<file path="src/dual_wheel_speed_regulator_defines.svh">
// Assertion macros for the dual wheel speed regulator.
// Used by the top level only; the macros expect clk and rst_n in scope.
`ifndef DUAL_WHEEL_SPEED_REGULATOR_DEFINES_SVH
`define DUAL_WHEEL_SPEED_REGULATOR_DEFINES_SVH

// Same-cycle implication, checked outside reset
`define DWSR_ASSERT_NOW(label, ante, cons, msg) \
    label: assert property (@(posedge clk) disable iff (!rst_n) (ante) |-> (cons)) \
        else $error(msg);

// Next-cycle implication, checked outside reset
`define DWSR_ASSERT_NEXT(label, ante, cons, msg) \
    label: assert property (@(posedge clk) disable iff (!rst_n) (ante) |=> (cons)) \
        else $error(msg);

`endif

</file>
<file path="src/dwsr_pkg.sv">
// Shared types and constants of the dual wheel speed regulator.
// No dependencies; used by dwsr_step and dual_wheel_speed_regulator.
package dwsr_pkg;

    // Input action codes
    typedef enum logic [2:0] {
        ACT_WRITE = 3'd0,
        ACT_READ  = 3'd1,
        ACT_LEFT  = 3'd2,
        ACT_RIGHT = 3'd3,
        ACT_TICK  = 3'd4
    } action_t;

    // Sequencer states
    typedef enum logic [2:0] {
        ST_IDLE,
        ST_BURST,
        ST_TICK_L,
        ST_TICK_R,
        ST_TICK_OUT
    } state_t;

    // Register map (low nibble of the byte address)
    localparam logic [3:0] REG_ID        = 4'd0;
    localparam logic [3:0] REG_VERSION   = 4'd1;
    localparam logic [3:0] REG_L_DIR     = 4'd2;
    localparam logic [3:0] REG_L_TARGET  = 4'd3;
    localparam logic [3:0] REG_L_MEAS    = 4'd4;
    localparam logic [3:0] REG_L_DUTY    = 4'd5;
    localparam logic [3:0] REG_R_DIR     = 4'd6;
    localparam logic [3:0] REG_R_TARGET  = 4'd7;
    localparam logic [3:0] REG_R_MEAS    = 4'd8;
    localparam logic [3:0] REG_R_DUTY    = 4'd9;
    localparam logic [3:0] REG_LAST      = 4'd9;
    localparam logic [7:0] NUM_REGS      = 8'd10;

    localparam logic [7:0] DEVICE_ID     = 8'h4D;  // 'M'
    localparam logic [7:0] VERSION_ID    = 8'h32;  // '2'
    localparam logic [7:0] BYTE_MAX      = 8'hFF;

    // Result kinds
    localparam logic KIND_READ  = 1'b0;
    localparam logic KIND_DRIVE = 1'b1;

    // Operands of the shared regulation step
    typedef struct packed {
        logic [7:0] measured;
        logic [7:0] target;
        logic [7:0] duty;
    } step_in_t;

endpackage

</file>
<file path="src/dwsr_step.sv">
// Shared duty step unit: moves a duty by one toward the target speed.
// Depends on dwsr_pkg; time-shared between both wheels by the top level.
module dwsr_step (
    input  dwsr_pkg::step_in_t op,
    output logic [7:0]         duty_out
);

    logic go_up;
    logic go_down;

    // Compare measured speed with target, respect duty limits
    always_comb
    begin
        go_up   = (op.measured < op.target) && (op.duty != dwsr_pkg::BYTE_MAX);
        go_down = (op.measured > op.target) && (op.duty != 8'd0);
        priority if (go_up)
        begin
            duty_out = op.duty + 8'd1;
        end
        else if (go_down)
        begin
            duty_out = op.duty - 8'd1;
        end
        else
        begin
            duty_out = op.duty;
        end
    end

endmodule

</file>
<file path="src/dual_wheel_speed_regulator.sv">
// Dual wheel speed regulator: register map, encoder counting and duty control.
// Depends on dwsr_pkg, dwsr_step and dual_wheel_speed_regulator_defines.svh.
//
// Usage:
//   Input channel (in_valid/in_ready) carries action, reg_addr, write_data.
//   Output channel (out_valid/out_ready) carries one result per transfer.
//   Register writes and encoder edges take effect in the transfer cycle and
//   give no result; the block is ready again on the next cycle.
//   A tick runs the single duty step unit over the left wheel, then the
//   right wheel (ST_TICK_L, ST_TICK_R); the drive result is loaded in
//   ST_TICK_OUT once the output register is free, then new items are taken.
//   A read burst emits one byte per cycle (1 to 10 bytes) from the output
//   register while it is free; the block is busy until the last byte is loaded.
//   The output register frees the input side: a new item is taken while the
//   final result still waits. If the receiver stalls, the sequencer holds
//   until the output register empties; nothing is dropped.
//   Reset (rst_n low, asynchronous) sets both directions to 1, clears
//   targets, speeds, duties, edge counts and out_valid; the payload is not reset.
`include "dual_wheel_speed_regulator_defines.svh"

module dual_wheel_speed_regulator (
    input  logic       clk,
    input  logic       rst_n,
    input  logic       in_valid,
    output logic       in_ready,
    input  logic [2:0] action,
    input  logic [7:0] reg_addr,
    input  logic [7:0] write_data,
    output logic       out_valid,
    input  logic       out_ready,
    output logic       result_kind,
    output logic [7:0] read_data,
    output logic       last_byte,
    output logic [7:0] left_leg_a_duty,
    output logic [7:0] left_leg_b_duty,
    output logic [7:0] right_leg_a_duty,
    output logic [7:0] right_leg_b_duty
);

    dwsr_pkg::state_t state_reg, state_next;

    logic       left_dir_reg,     left_dir_next;
    logic [7:0] left_target_reg,  left_target_next;
    logic [7:0] left_meas_reg,    left_meas_next;
    logic [7:0] left_duty_reg,    left_duty_next;
    logic [7:0] left_count_reg,   left_count_next;
    logic       right_dir_reg,    right_dir_next;
    logic [7:0] right_target_reg, right_target_next;
    logic [7:0] right_meas_reg,   right_meas_next;
    logic [7:0] right_duty_reg,   right_duty_next;
    logic [7:0] right_count_reg,  right_count_next;

    logic [3:0] addr_reg, addr_next;
    logic       oor_reg,  oor_next;

    logic       out_valid_reg, out_valid_next;
    logic       kind_reg,  kind_next;
    logic [7:0] rdata_reg, rdata_next;
    logic       last_reg,  last_next;
    logic [7:0] la_reg, la_next;
    logic [7:0] lb_reg, lb_next;
    logic [7:0] ra_reg, ra_next;
    logic [7:0] rb_reg, rb_next;

    logic               out_free;
    logic               in_xfer;
    logic               burst_last;
    logic [7:0]         reg_byte;
    dwsr_pkg::step_in_t step_op;
    logic [7:0]         step_duty;

    // Shared duty step, steered to one wheel at a time
    always_comb
    begin
        if (state_reg == dwsr_pkg::ST_TICK_R)
        begin
            step_op.measured = right_count_reg;
            step_op.target   = right_target_reg;
            step_op.duty     = right_duty_reg;
        end
        else
        begin
            step_op.measured = left_count_reg;
            step_op.target   = left_target_reg;
            step_op.duty     = left_duty_reg;
        end
    end

    dwsr_step u_step (
        .op       (step_op),
        .duty_out (step_duty)
    );

    // Register map read mux
    always_comb
    begin
        unique case (addr_reg)
            dwsr_pkg::REG_ID:       reg_byte = dwsr_pkg::DEVICE_ID;
            dwsr_pkg::REG_VERSION:  reg_byte = dwsr_pkg::VERSION_ID;
            dwsr_pkg::REG_L_DIR:    reg_byte = {7'd0, left_dir_reg};
            dwsr_pkg::REG_L_TARGET: reg_byte = left_target_reg;
            dwsr_pkg::REG_L_MEAS:   reg_byte = left_meas_reg;
            dwsr_pkg::REG_L_DUTY:   reg_byte = left_duty_reg;
            dwsr_pkg::REG_R_DIR:    reg_byte = {7'd0, right_dir_reg};
            dwsr_pkg::REG_R_TARGET: reg_byte = right_target_reg;
            dwsr_pkg::REG_R_MEAS:   reg_byte = right_meas_reg;
            dwsr_pkg::REG_R_DUTY:   reg_byte = right_duty_reg;
            default:                reg_byte = 8'd0;
        endcase
    end

    assign out_free   = !out_valid_reg || out_ready;
    assign in_ready   = (state_reg == dwsr_pkg::ST_IDLE);
    assign in_xfer    = in_valid && in_ready;
    assign burst_last = oor_reg || (addr_reg == dwsr_pkg::REG_LAST);

    // Sequencer: next state, register updates and output loads
    always_comb
    begin
        state_next        = state_reg;
        left_dir_next     = left_dir_reg;
        left_target_next  = left_target_reg;
        left_meas_next    = left_meas_reg;
        left_duty_next    = left_duty_reg;
        left_count_next   = left_count_reg;
        right_dir_next    = right_dir_reg;
        right_target_next = right_target_reg;
        right_meas_next   = right_meas_reg;
        right_duty_next   = right_duty_reg;
        right_count_next  = right_count_reg;
        addr_next         = addr_reg;
        oor_next          = oor_reg;
        out_valid_next    = out_valid_reg && !out_ready;
        kind_next         = kind_reg;
        rdata_next        = rdata_reg;
        last_next         = last_reg;
        la_next           = la_reg;
        lb_next           = lb_reg;
        ra_next           = ra_reg;
        rb_next           = rb_reg;

        unique case (state_reg)
            dwsr_pkg::ST_IDLE:
            begin
                if (in_xfer)
                begin
                    unique case (dwsr_pkg::action_t'(action))
                        dwsr_pkg::ACT_WRITE:
                        begin
                            if (reg_addr[7:4] == 4'd0)
                            begin
                                unique case (reg_addr[3:0])
                                    dwsr_pkg::REG_L_DIR:
                                        left_dir_next = (write_data != 8'd0);
                                    dwsr_pkg::REG_R_DIR:
                                        right_dir_next = (write_data != 8'd0);
                                    dwsr_pkg::REG_L_TARGET:
                                    begin
                                        left_target_next = write_data;
                                        if (write_data == 8'd0)
                                        begin
                                            left_duty_next = 8'd0;
                                        end
                                    end
                                    dwsr_pkg::REG_R_TARGET:
                                    begin
                                        right_target_next = write_data;
                                        if (write_data == 8'd0)
                                        begin
                                            right_duty_next = 8'd0;
                                        end
                                    end
                                    default: ;
                                endcase
                            end
                        end
                        dwsr_pkg::ACT_READ:
                        begin
                            addr_next  = reg_addr[3:0];
                            oor_next   = (reg_addr >= dwsr_pkg::NUM_REGS);
                            state_next = dwsr_pkg::ST_BURST;
                        end
                        dwsr_pkg::ACT_LEFT:
                        begin
                            if (left_count_reg != dwsr_pkg::BYTE_MAX)
                            begin
                                left_count_next = left_count_reg + 8'd1;
                            end
                        end
                        dwsr_pkg::ACT_RIGHT:
                        begin
                            if (right_count_reg != dwsr_pkg::BYTE_MAX)
                            begin
                                right_count_next = right_count_reg + 8'd1;
                            end
                        end
                        dwsr_pkg::ACT_TICK:
                            state_next = dwsr_pkg::ST_TICK_L;
                        default: ;
                    endcase
                end
            end

            dwsr_pkg::ST_BURST:
            begin
                // Emit one register byte per free output slot
                if (out_free)
                begin
                    out_valid_next = 1'b1;
                    kind_next      = dwsr_pkg::KIND_READ;
                    rdata_next     = oor_reg ? 8'd0 : reg_byte;
                    last_next      = burst_last;
                    la_next        = 8'd0;
                    lb_next        = 8'd0;
                    ra_next        = 8'd0;
                    rb_next        = 8'd0;
                    if (burst_last)
                    begin
                        state_next = dwsr_pkg::ST_IDLE;
                    end
                    else
                    begin
                        addr_next = addr_reg + 4'd1;
                    end
                end
            end

            dwsr_pkg::ST_TICK_L:
            begin
                left_meas_next  = left_count_reg;
                left_count_next = 8'd0;
                left_duty_next  = step_duty;
                state_next      = dwsr_pkg::ST_TICK_R;
            end

            dwsr_pkg::ST_TICK_R:
            begin
                right_meas_next  = right_count_reg;
                right_count_next = 8'd0;
                right_duty_next  = step_duty;
                state_next       = dwsr_pkg::ST_TICK_OUT;
            end

            dwsr_pkg::ST_TICK_OUT:
            begin
                // Place each duty on the leg chosen by direction; a zero target drives neither leg
                if (out_free)
                begin
                    out_valid_next = 1'b1;
                    kind_next      = dwsr_pkg::KIND_DRIVE;
                    rdata_next     = 8'd0;
                    last_next      = 1'b0;
                    la_next        = 8'd0;
                    lb_next        = 8'd0;
                    ra_next        = 8'd0;
                    rb_next        = 8'd0;
                    if (left_target_reg != 8'd0)
                    begin
                        if (left_dir_reg)
                        begin
                            la_next = left_duty_reg;
                        end
                        else
                        begin
                            lb_next = left_duty_reg;
                        end
                    end
                    if (right_target_reg != 8'd0)
                    begin
                        if (right_dir_reg)
                        begin
                            ra_next = right_duty_reg;
                        end
                        else
                        begin
                            rb_next = right_duty_reg;
                        end
                    end
                    state_next = dwsr_pkg::ST_IDLE;
                end
            end

            default:
                state_next = dwsr_pkg::ST_IDLE;
        endcase
    end

    // Control and wheel state
    always_ff @(posedge clk or negedge rst_n)
    begin
        if (!rst_n)
        begin
            state_reg        <= dwsr_pkg::ST_IDLE;
            left_dir_reg     <= 1'b1;
            left_target_reg  <= 8'd0;
            left_meas_reg    <= 8'd0;
            left_duty_reg    <= 8'd0;
            left_count_reg   <= 8'd0;
            right_dir_reg    <= 1'b1;
            right_target_reg <= 8'd0;
            right_meas_reg   <= 8'd0;
            right_duty_reg   <= 8'd0;
            right_count_reg  <= 8'd0;
            addr_reg         <= 4'd0;
            oor_reg          <= 1'b0;
            out_valid_reg    <= 1'b0;
        end
        else
        begin
            state_reg        <= state_next;
            left_dir_reg     <= left_dir_next;
            left_target_reg  <= left_target_next;
            left_meas_reg    <= left_meas_next;
            left_duty_reg    <= left_duty_next;
            left_count_reg   <= left_count_next;
            right_dir_reg    <= right_dir_next;
            right_target_reg <= right_target_next;
            right_meas_reg   <= right_meas_next;
            right_duty_reg   <= right_duty_next;
            right_count_reg  <= right_count_next;
            addr_reg         <= addr_next;
            oor_reg          <= oor_next;
            out_valid_reg    <= out_valid_next;
        end
    end

    // Output payload
    always_ff @(posedge clk)
    begin
        kind_reg  <= kind_next;
        rdata_reg <= rdata_next;
        last_reg  <= last_next;
        la_reg    <= la_next;
        lb_reg    <= lb_next;
        ra_reg    <= ra_next;
        rb_reg    <= rb_next;
    end

    assign out_valid        = out_valid_reg;
    assign result_kind      = kind_reg;
    assign read_data        = rdata_reg;
    assign last_byte        = last_reg;
    assign left_leg_a_duty  = la_reg;
    assign left_leg_b_duty  = lb_reg;
    assign right_leg_a_duty = ra_reg;
    assign right_leg_b_duty = rb_reg;

    // Checks
    `DWSR_ASSERT_NOW(a_read_no_drive,
        out_valid && (result_kind == dwsr_pkg::KIND_READ),
        (left_leg_a_duty == 8'd0) && (left_leg_b_duty == 8'd0) &&
        (right_leg_a_duty == 8'd0) && (right_leg_b_duty == 8'd0),
        "read result carries drive levels")
    `DWSR_ASSERT_NOW(a_one_leg,
        out_valid && (result_kind == dwsr_pkg::KIND_DRIVE),
        !((left_leg_a_duty != 8'd0) && (left_leg_b_duty != 8'd0)) &&
        !((right_leg_a_duty != 8'd0) && (right_leg_b_duty != 8'd0)) &&
        (read_data == 8'd0) && !last_byte,
        "drive result on both legs or with read data")
    `DWSR_ASSERT_NEXT(a_burst_continues,
        out_valid && out_ready && (result_kind == dwsr_pkg::KIND_READ) && !last_byte,
        out_valid && (result_kind == dwsr_pkg::KIND_READ),
        "read burst broke off before its last byte")

endmodule

</file>
<file path="config.mk">
export PLATFORM = sky130hd
export DESIGN_NAME = dual_wheel_speed_regulator
export DESIGN_NICKNAME = d
export VERILOG_FILES = /design/src/dwsr_pkg.sv /design/src/dwsr_step.sv /design/src/dual_wheel_speed_regulator.sv
export VERILOG_INCLUDE_DIRS = /design/src /design/src/src
export SDC_FILE = /design/constraint.sdc
export NUM_CORES = 1
export LEC_CHECK = 0
export ABC_AREA = 1
export BUFFER_PORTS_ARGS = -buffer_cell sky130_fd_sc_hd__buf_2
export CAP_MARGIN = 10
export CORE_MARGIN = 2
export CORE_UTILIZATION = 50
export DETAILED_ROUTE_END_ITERATION = 12
export PLACE_DENSITY = 0.69
export SETUP_SLACK_MARGIN = 0.02
export SLEW_MARGIN = 20
export SYNTH_ARGS = -nofsm -noshare
export SYNTH_HDL_FRONTEND = slang
export SYNTH_SLANG_ARGS = --single-unit
</file>
<file path="constraint.sdc">
create_clock -name clk -period 4.5 [get_ports clk]
set_input_delay 0 -clock clk [delete_from_list [all_inputs] [get_ports clk]]
set_output_delay 0 -clock clk [all_outputs]
set_load 0.05 [all_outputs]
</file>
==> flow_metrics.env <==
export IMPL_outcome="finished, final reports clean"
export IMPL_m1WireLength_um=7560
export IMPL_drc_violations_left=0
export IMPL_average_wire_per_standard_cell_um=16.27
export IMPL_placement_setup_worst_slack_ns=1.583
export IMPL_worst_r2r_cell_count=15
export IMPL_synth_distinct_cells=41
export IMPL_drt_first_pass_iters=6
export IMPL_drt_total_wl_um=17350
export IMPL_critical_path_endpoint_type="flip-flop"
export IMPL_max_freq_ghz=0.3373
export IMPL_final_hold_viol_count=0
export IMPL_critical_path_reg2reg_endpoint="right_duty_reg[6]"
export IMPL_reg2reg_from="state_reg[2]"
export IMPL_die_width_um=116.5
export IMPL_initial_utilization=0.5080
export IMPL_grt_setup_unrepaired="no"
export IMPL_syn_num_nets=831
export IMPL_numCtsBuffers=17
export IMPL_timing_critical_path_arrival_ns=3.27
export IMPL_period_needed_ns=2.965
export IMPL_top_layer="met4"
export IMPL_static_leakage_power_nw=3.576
export IMPL_syn_to_final_growth_pct=19.42
export IMPL_grt_pass1_vias=5558
export IMPL_overflow_after_grt=0
export IMPL_clk_tree_root_cell="sky130_fd_sc_hd__clkbuf_16"
export IMPL_synth_area_per_cell_um2=8.005
export IMPL_final_max_slew_viol_count=0
export IMPL_antenna_diode_instance_count=0
export IMPL_critical_path_endpoint="right_duty_reg[6]"
export IMPL_place_gp_congestion=0.9528
export IMPL_power_density_nw_per_um2=694.8
export IMPL_finClkSkew_ns=0.007729
export IMPL_cts_resized=0
export IMPL_drt_vias_per_instance=5.461
export IMPL_cp_data_required_time_ns=4.80
export IMPL_drt_antenna_violating_nets=0
export IMPL_dieArea_um2=13580
export IMPL_floorplan_die_height_um=116.5
export IMPL_met2_length_um=8105
export IMPL_portBuffers=66
export IMPL_dp_final_hpwl_um=12600
export IMPL_ys_seq_area_frac=0.4959
export IMPL_cp_max_fanout=31
export IMPL_regToRegSetupSlack_ns=1.54
export IMPL_final_period_utilization=0.6588
export IMPL_ir_worst_vdd_uv=322.2
export IMPL_std_cell_rows=41
export IMPL_grt_total_usage=0.2741
export IMPL_synthCells=791
export IMPL_cts_tree="built"
export IMPL_synth_warnings=0
export IMPL_clk_latency_ns=0.42
export IMPL_dr_wl_met3_um=1277
export IMPL_crit_start="state_reg[2]"
export IMPL_clock_sink_count=117
export IMPL_io_pins=67
export IMPL_grt_antenna_before_repair=0
export IMPL_finalSetupTns_ns=0
export IMPL_coreArea_um2=12470
export IMPL_timing_final_ws_setup_ns=1.535
export IMPL_grt_max_degree=76
export IMPL_cap_viol_max_count=0
export IMPL_netlist_area_um2=6332
export IMPL_cts_setup_buffers=0
export IMPL_cp_start_kind="flip-flop"
export IMPL_num_vias=5821
export IMPL_synth_seq_cells=117
export IMPL_cts_path_max_buffers=2
export IMPL_clk_pin_slew_worst_paths_ns=0.05
export IMPL_drive_gt1_frac=0.1499
export IMPL_layout_nets=921
export IMPL_cts_max_level=4
export IMPL_final_fill_count=1080
export IMPL_holdCritPathClass="in2reg"
export IMPL_initialDrtViolationCount=602
export IMPL_setup_violations_final=0
export IMPL_maxSlewHeadroom=0.3491
export IMPL_category_of_the_critical_setup_timing_path="reg2reg"
export IMPL_tightestPinTransition_ns=0.9764
export IMPL_grt_first_pass_wirelength_um=28090
## critical path: stages (launching register included)
cell and delay, ns:
sky130_fd_sc_hd__dfrtp_1 0.43, sky130_fd_sc_hd__inv_1 0.11, sky130_fd_sc_hd__nand3_2 0.55, sky130_fd_sc_hd__o21ai_0 0.54
sky130_fd_sc_hd__ha_1 0.23, sky130_fd_sc_hd__nor2_1 0.05, sky130_fd_sc_hd__o21ai_0 0.13, sky130_fd_sc_hd__nand2_1 0.08
sky130_fd_sc_hd__nand2_1 0.08, sky130_fd_sc_hd__nand2_1 0.06, sky130_fd_sc_hd__inv_1 0.14, sky130_fd_sc_hd__nand2_4 0.11
sky130_fd_sc_hd__inv_2 0.11, sky130_fd_sc_hd__nand2_1 0.08, sky130_fd_sc_hd__nand3_1 0.09, sky130_fd_sc_hd__nand2_1 0.06
## cell usage in the layout (no fill, tap or decap), types with 2 or more instances in the layout
master and instances:
sky130_fd_sc_hd__nand2_1 215, sky130_fd_sc_hd__inv_1 103, sky130_fd_sc_hd__nor2_1 80, sky130_fd_sc_hd__dfrtp_1 73, sky130_fd_sc_hd__o21ai_0 70, sky130_fd_sc_hd__buf_2 65, sky130_fd_sc_hd__nand3_1 46, sky130_fd_sc_hd__edfxtp_1 42
sky130_fd_sc_hd__a21oi_1 24, sky130_fd_sc_hd__ha_1 17, sky130_fd_sc_hd__clkbuf_16 17, sky130_fd_sc_hd__dlygate4sd3_1 16, sky130_fd_sc_hd__nor3_1 14, sky130_fd_sc_hd__nand2_2 11, sky130_fd_sc_hd__nand4_1 10, sky130_fd_sc_hd__a31oi_1 8
sky130_fd_sc_hd__o22ai_1 7, sky130_fd_sc_hd__nor2_2 6, sky130_fd_sc_hd__inv_2 5, sky130_fd_sc_hd__nor4_1 5, sky130_fd_sc_hd__a221oi_1 5, sky130_fd_sc_hd__clkbuf_1 5, sky130_fd_sc_hd__clkbuf_8 5, sky130_fd_sc_hd__buf_4 5
sky130_fd_sc_hd__xor2_1 4, sky130_fd_sc_hd__nand3_2 3, sky130_fd_sc_hd__o21ai_1 3, sky130_fd_sc_hd__o21ai_2 3, sky130_fd_sc_hd__clkinv_1 3, sky130_fd_sc_hd__o21a_1 2, sky130_fd_sc_hd__nor2_4 2, sky130_fd_sc_hd__nor3_2 2
sky130_fd_sc_hd__or2_2 2, sky130_fd_sc_hd__o31ai_1 2, sky130_fd_sc_hd__clkinv_2 2, sky130_fd_sc_hd__dfstp_2 2
## report_power, final
part	internal, mW	total (mW)	switching [mW]
registers	1.44	1.61	0.170
logic	0.613	2.38	1.76
clock network	0.826	1.27	0.444
## per-stage QoR
| step | total power, mW | instances | instance area, um^2 | util | hold slack, ns |
|---|---|---|---|---|---|
| after global placement | 3.902 | 1018 | 6842 | 0.5488 | 0.2154 |
| after detailed placement | 3.949 | 1018 | 6842 | 0.5488 | 0.2141 |
| after floorplan | 3.344 | 791 | 6332 | - | -0.2956 |
| final | 5.254 | 1066 | 7562 | 0.6066 | 0.01903 |
| after CTS | 5.243 | 1066 | 7562 | 0.6066 | 0.00005213 |
| after global routing | 5.631 | 1066 | 7562 | 0.6066 | 0.05809 |
## timing repair
item,4_1_cts,5_1_grt
hold buffers,16,0
hold endpoints to repair,97,0
setup endpoints to repair,0,0
## area by class of cell
class | instances | area [um^2] | area share
Clock buffer | 27 | 513.0 | 0.06784
Clock inverter | 5 | 47.55 | 0.006287
Inverter | 109 | 409.1 | 0.05410
Multi-Input combinational cell | 550 | 2714 | 0.3589
Sequential cell | 117 | 3141 | 0.4153
Tap cell | 172 | 215.2 | 0.02846
Timing Repair Buffer | 86 | 523.0 | 0.06916
## cell families (layout without fill, tap and decap cells)
| kind of cell | count (synthesis) | in the layout | synth area share |
|---|---|---|---|
| simple gates | 397 | 397 | 0.2691 |
| compound gates | 131 | 131 | 0.1170 |
| flops | 117 | 117 | 0.4959 |
| buf+inv | 124 | 227 | 0.07726 |
| fa+ha+maj | 17 | 17 | 0.03359 |
| xor+xnor | 4 | 4 | 0.005532 |
| mux | 1 | 1 | 0.001581 |
## worst min path at each step
| stage | start | endpoint | slack, ns | depth (start not counted) |
|---|---|---|---|---|
| final | out_ready | out_valid | 0.02 | 4 |
| after global routing | out_ready | out_valid | 0.06 | 4 |
| after CTS | out_ready | out_valid | 0.00005 | 4 |
| after detailed placement | rst_n | right_count_reg[4] | 0.21 | 1 |
| after global placement | rst_n | right_count_reg[4] | 0.22 | 1 |
| after floorplan | rst_n | addr_reg[0] | -0.30 | 0 |
## metal layers
layer | global-route usage | up-vias
met5 | 0 | -
met1 | 0.3659 | 2738
met3 | 0.05605 | 37
li1 | - | 2775
met4 | 0.1129 | 0
met2 | 0.4395 | 271
## synth_stat cells, drive strengths merged
master | number | area share
a32oi | 1 | 0.0014
dfstp | 2 | 0.0083
o211ai | 1 | 0.0012
o21ai | 77 | 0.064
nor3 | 16 | 0.014
nand2 | 227 | 0.14
o2111ai | 1 | 0.0014
ha | 17 | 0.034
o31ai | 2 | 0.0024
nor4 | 5 | 0.0049
o21a | 2 | 0.0024
clkbuf | 8 | 0.0047
edfxtp | 42 | 0.20
a21oi | 25 | 0.020
clkinv | 1 | 0.00059
or2 | 2 | 0.0020
a221oi | 5 | 0.0069
mux2i | 1 | 0.0016
a211oi | 1 | 0.0012
nand3 | 49 | 0.041
xor2 | 4 | 0.0055
dfrtp | 73 | 0.29
o22ai | 7 | 0.0069
nor2 | 88 | 0.057
nand4 | 10 | 0.0099
a21boi | 1 | 0.0012
a31oi | 8 | 0.0079
inv | 108 | 0.064
buf | 7 | 0.0079
(Power assumes the default switching activity.)
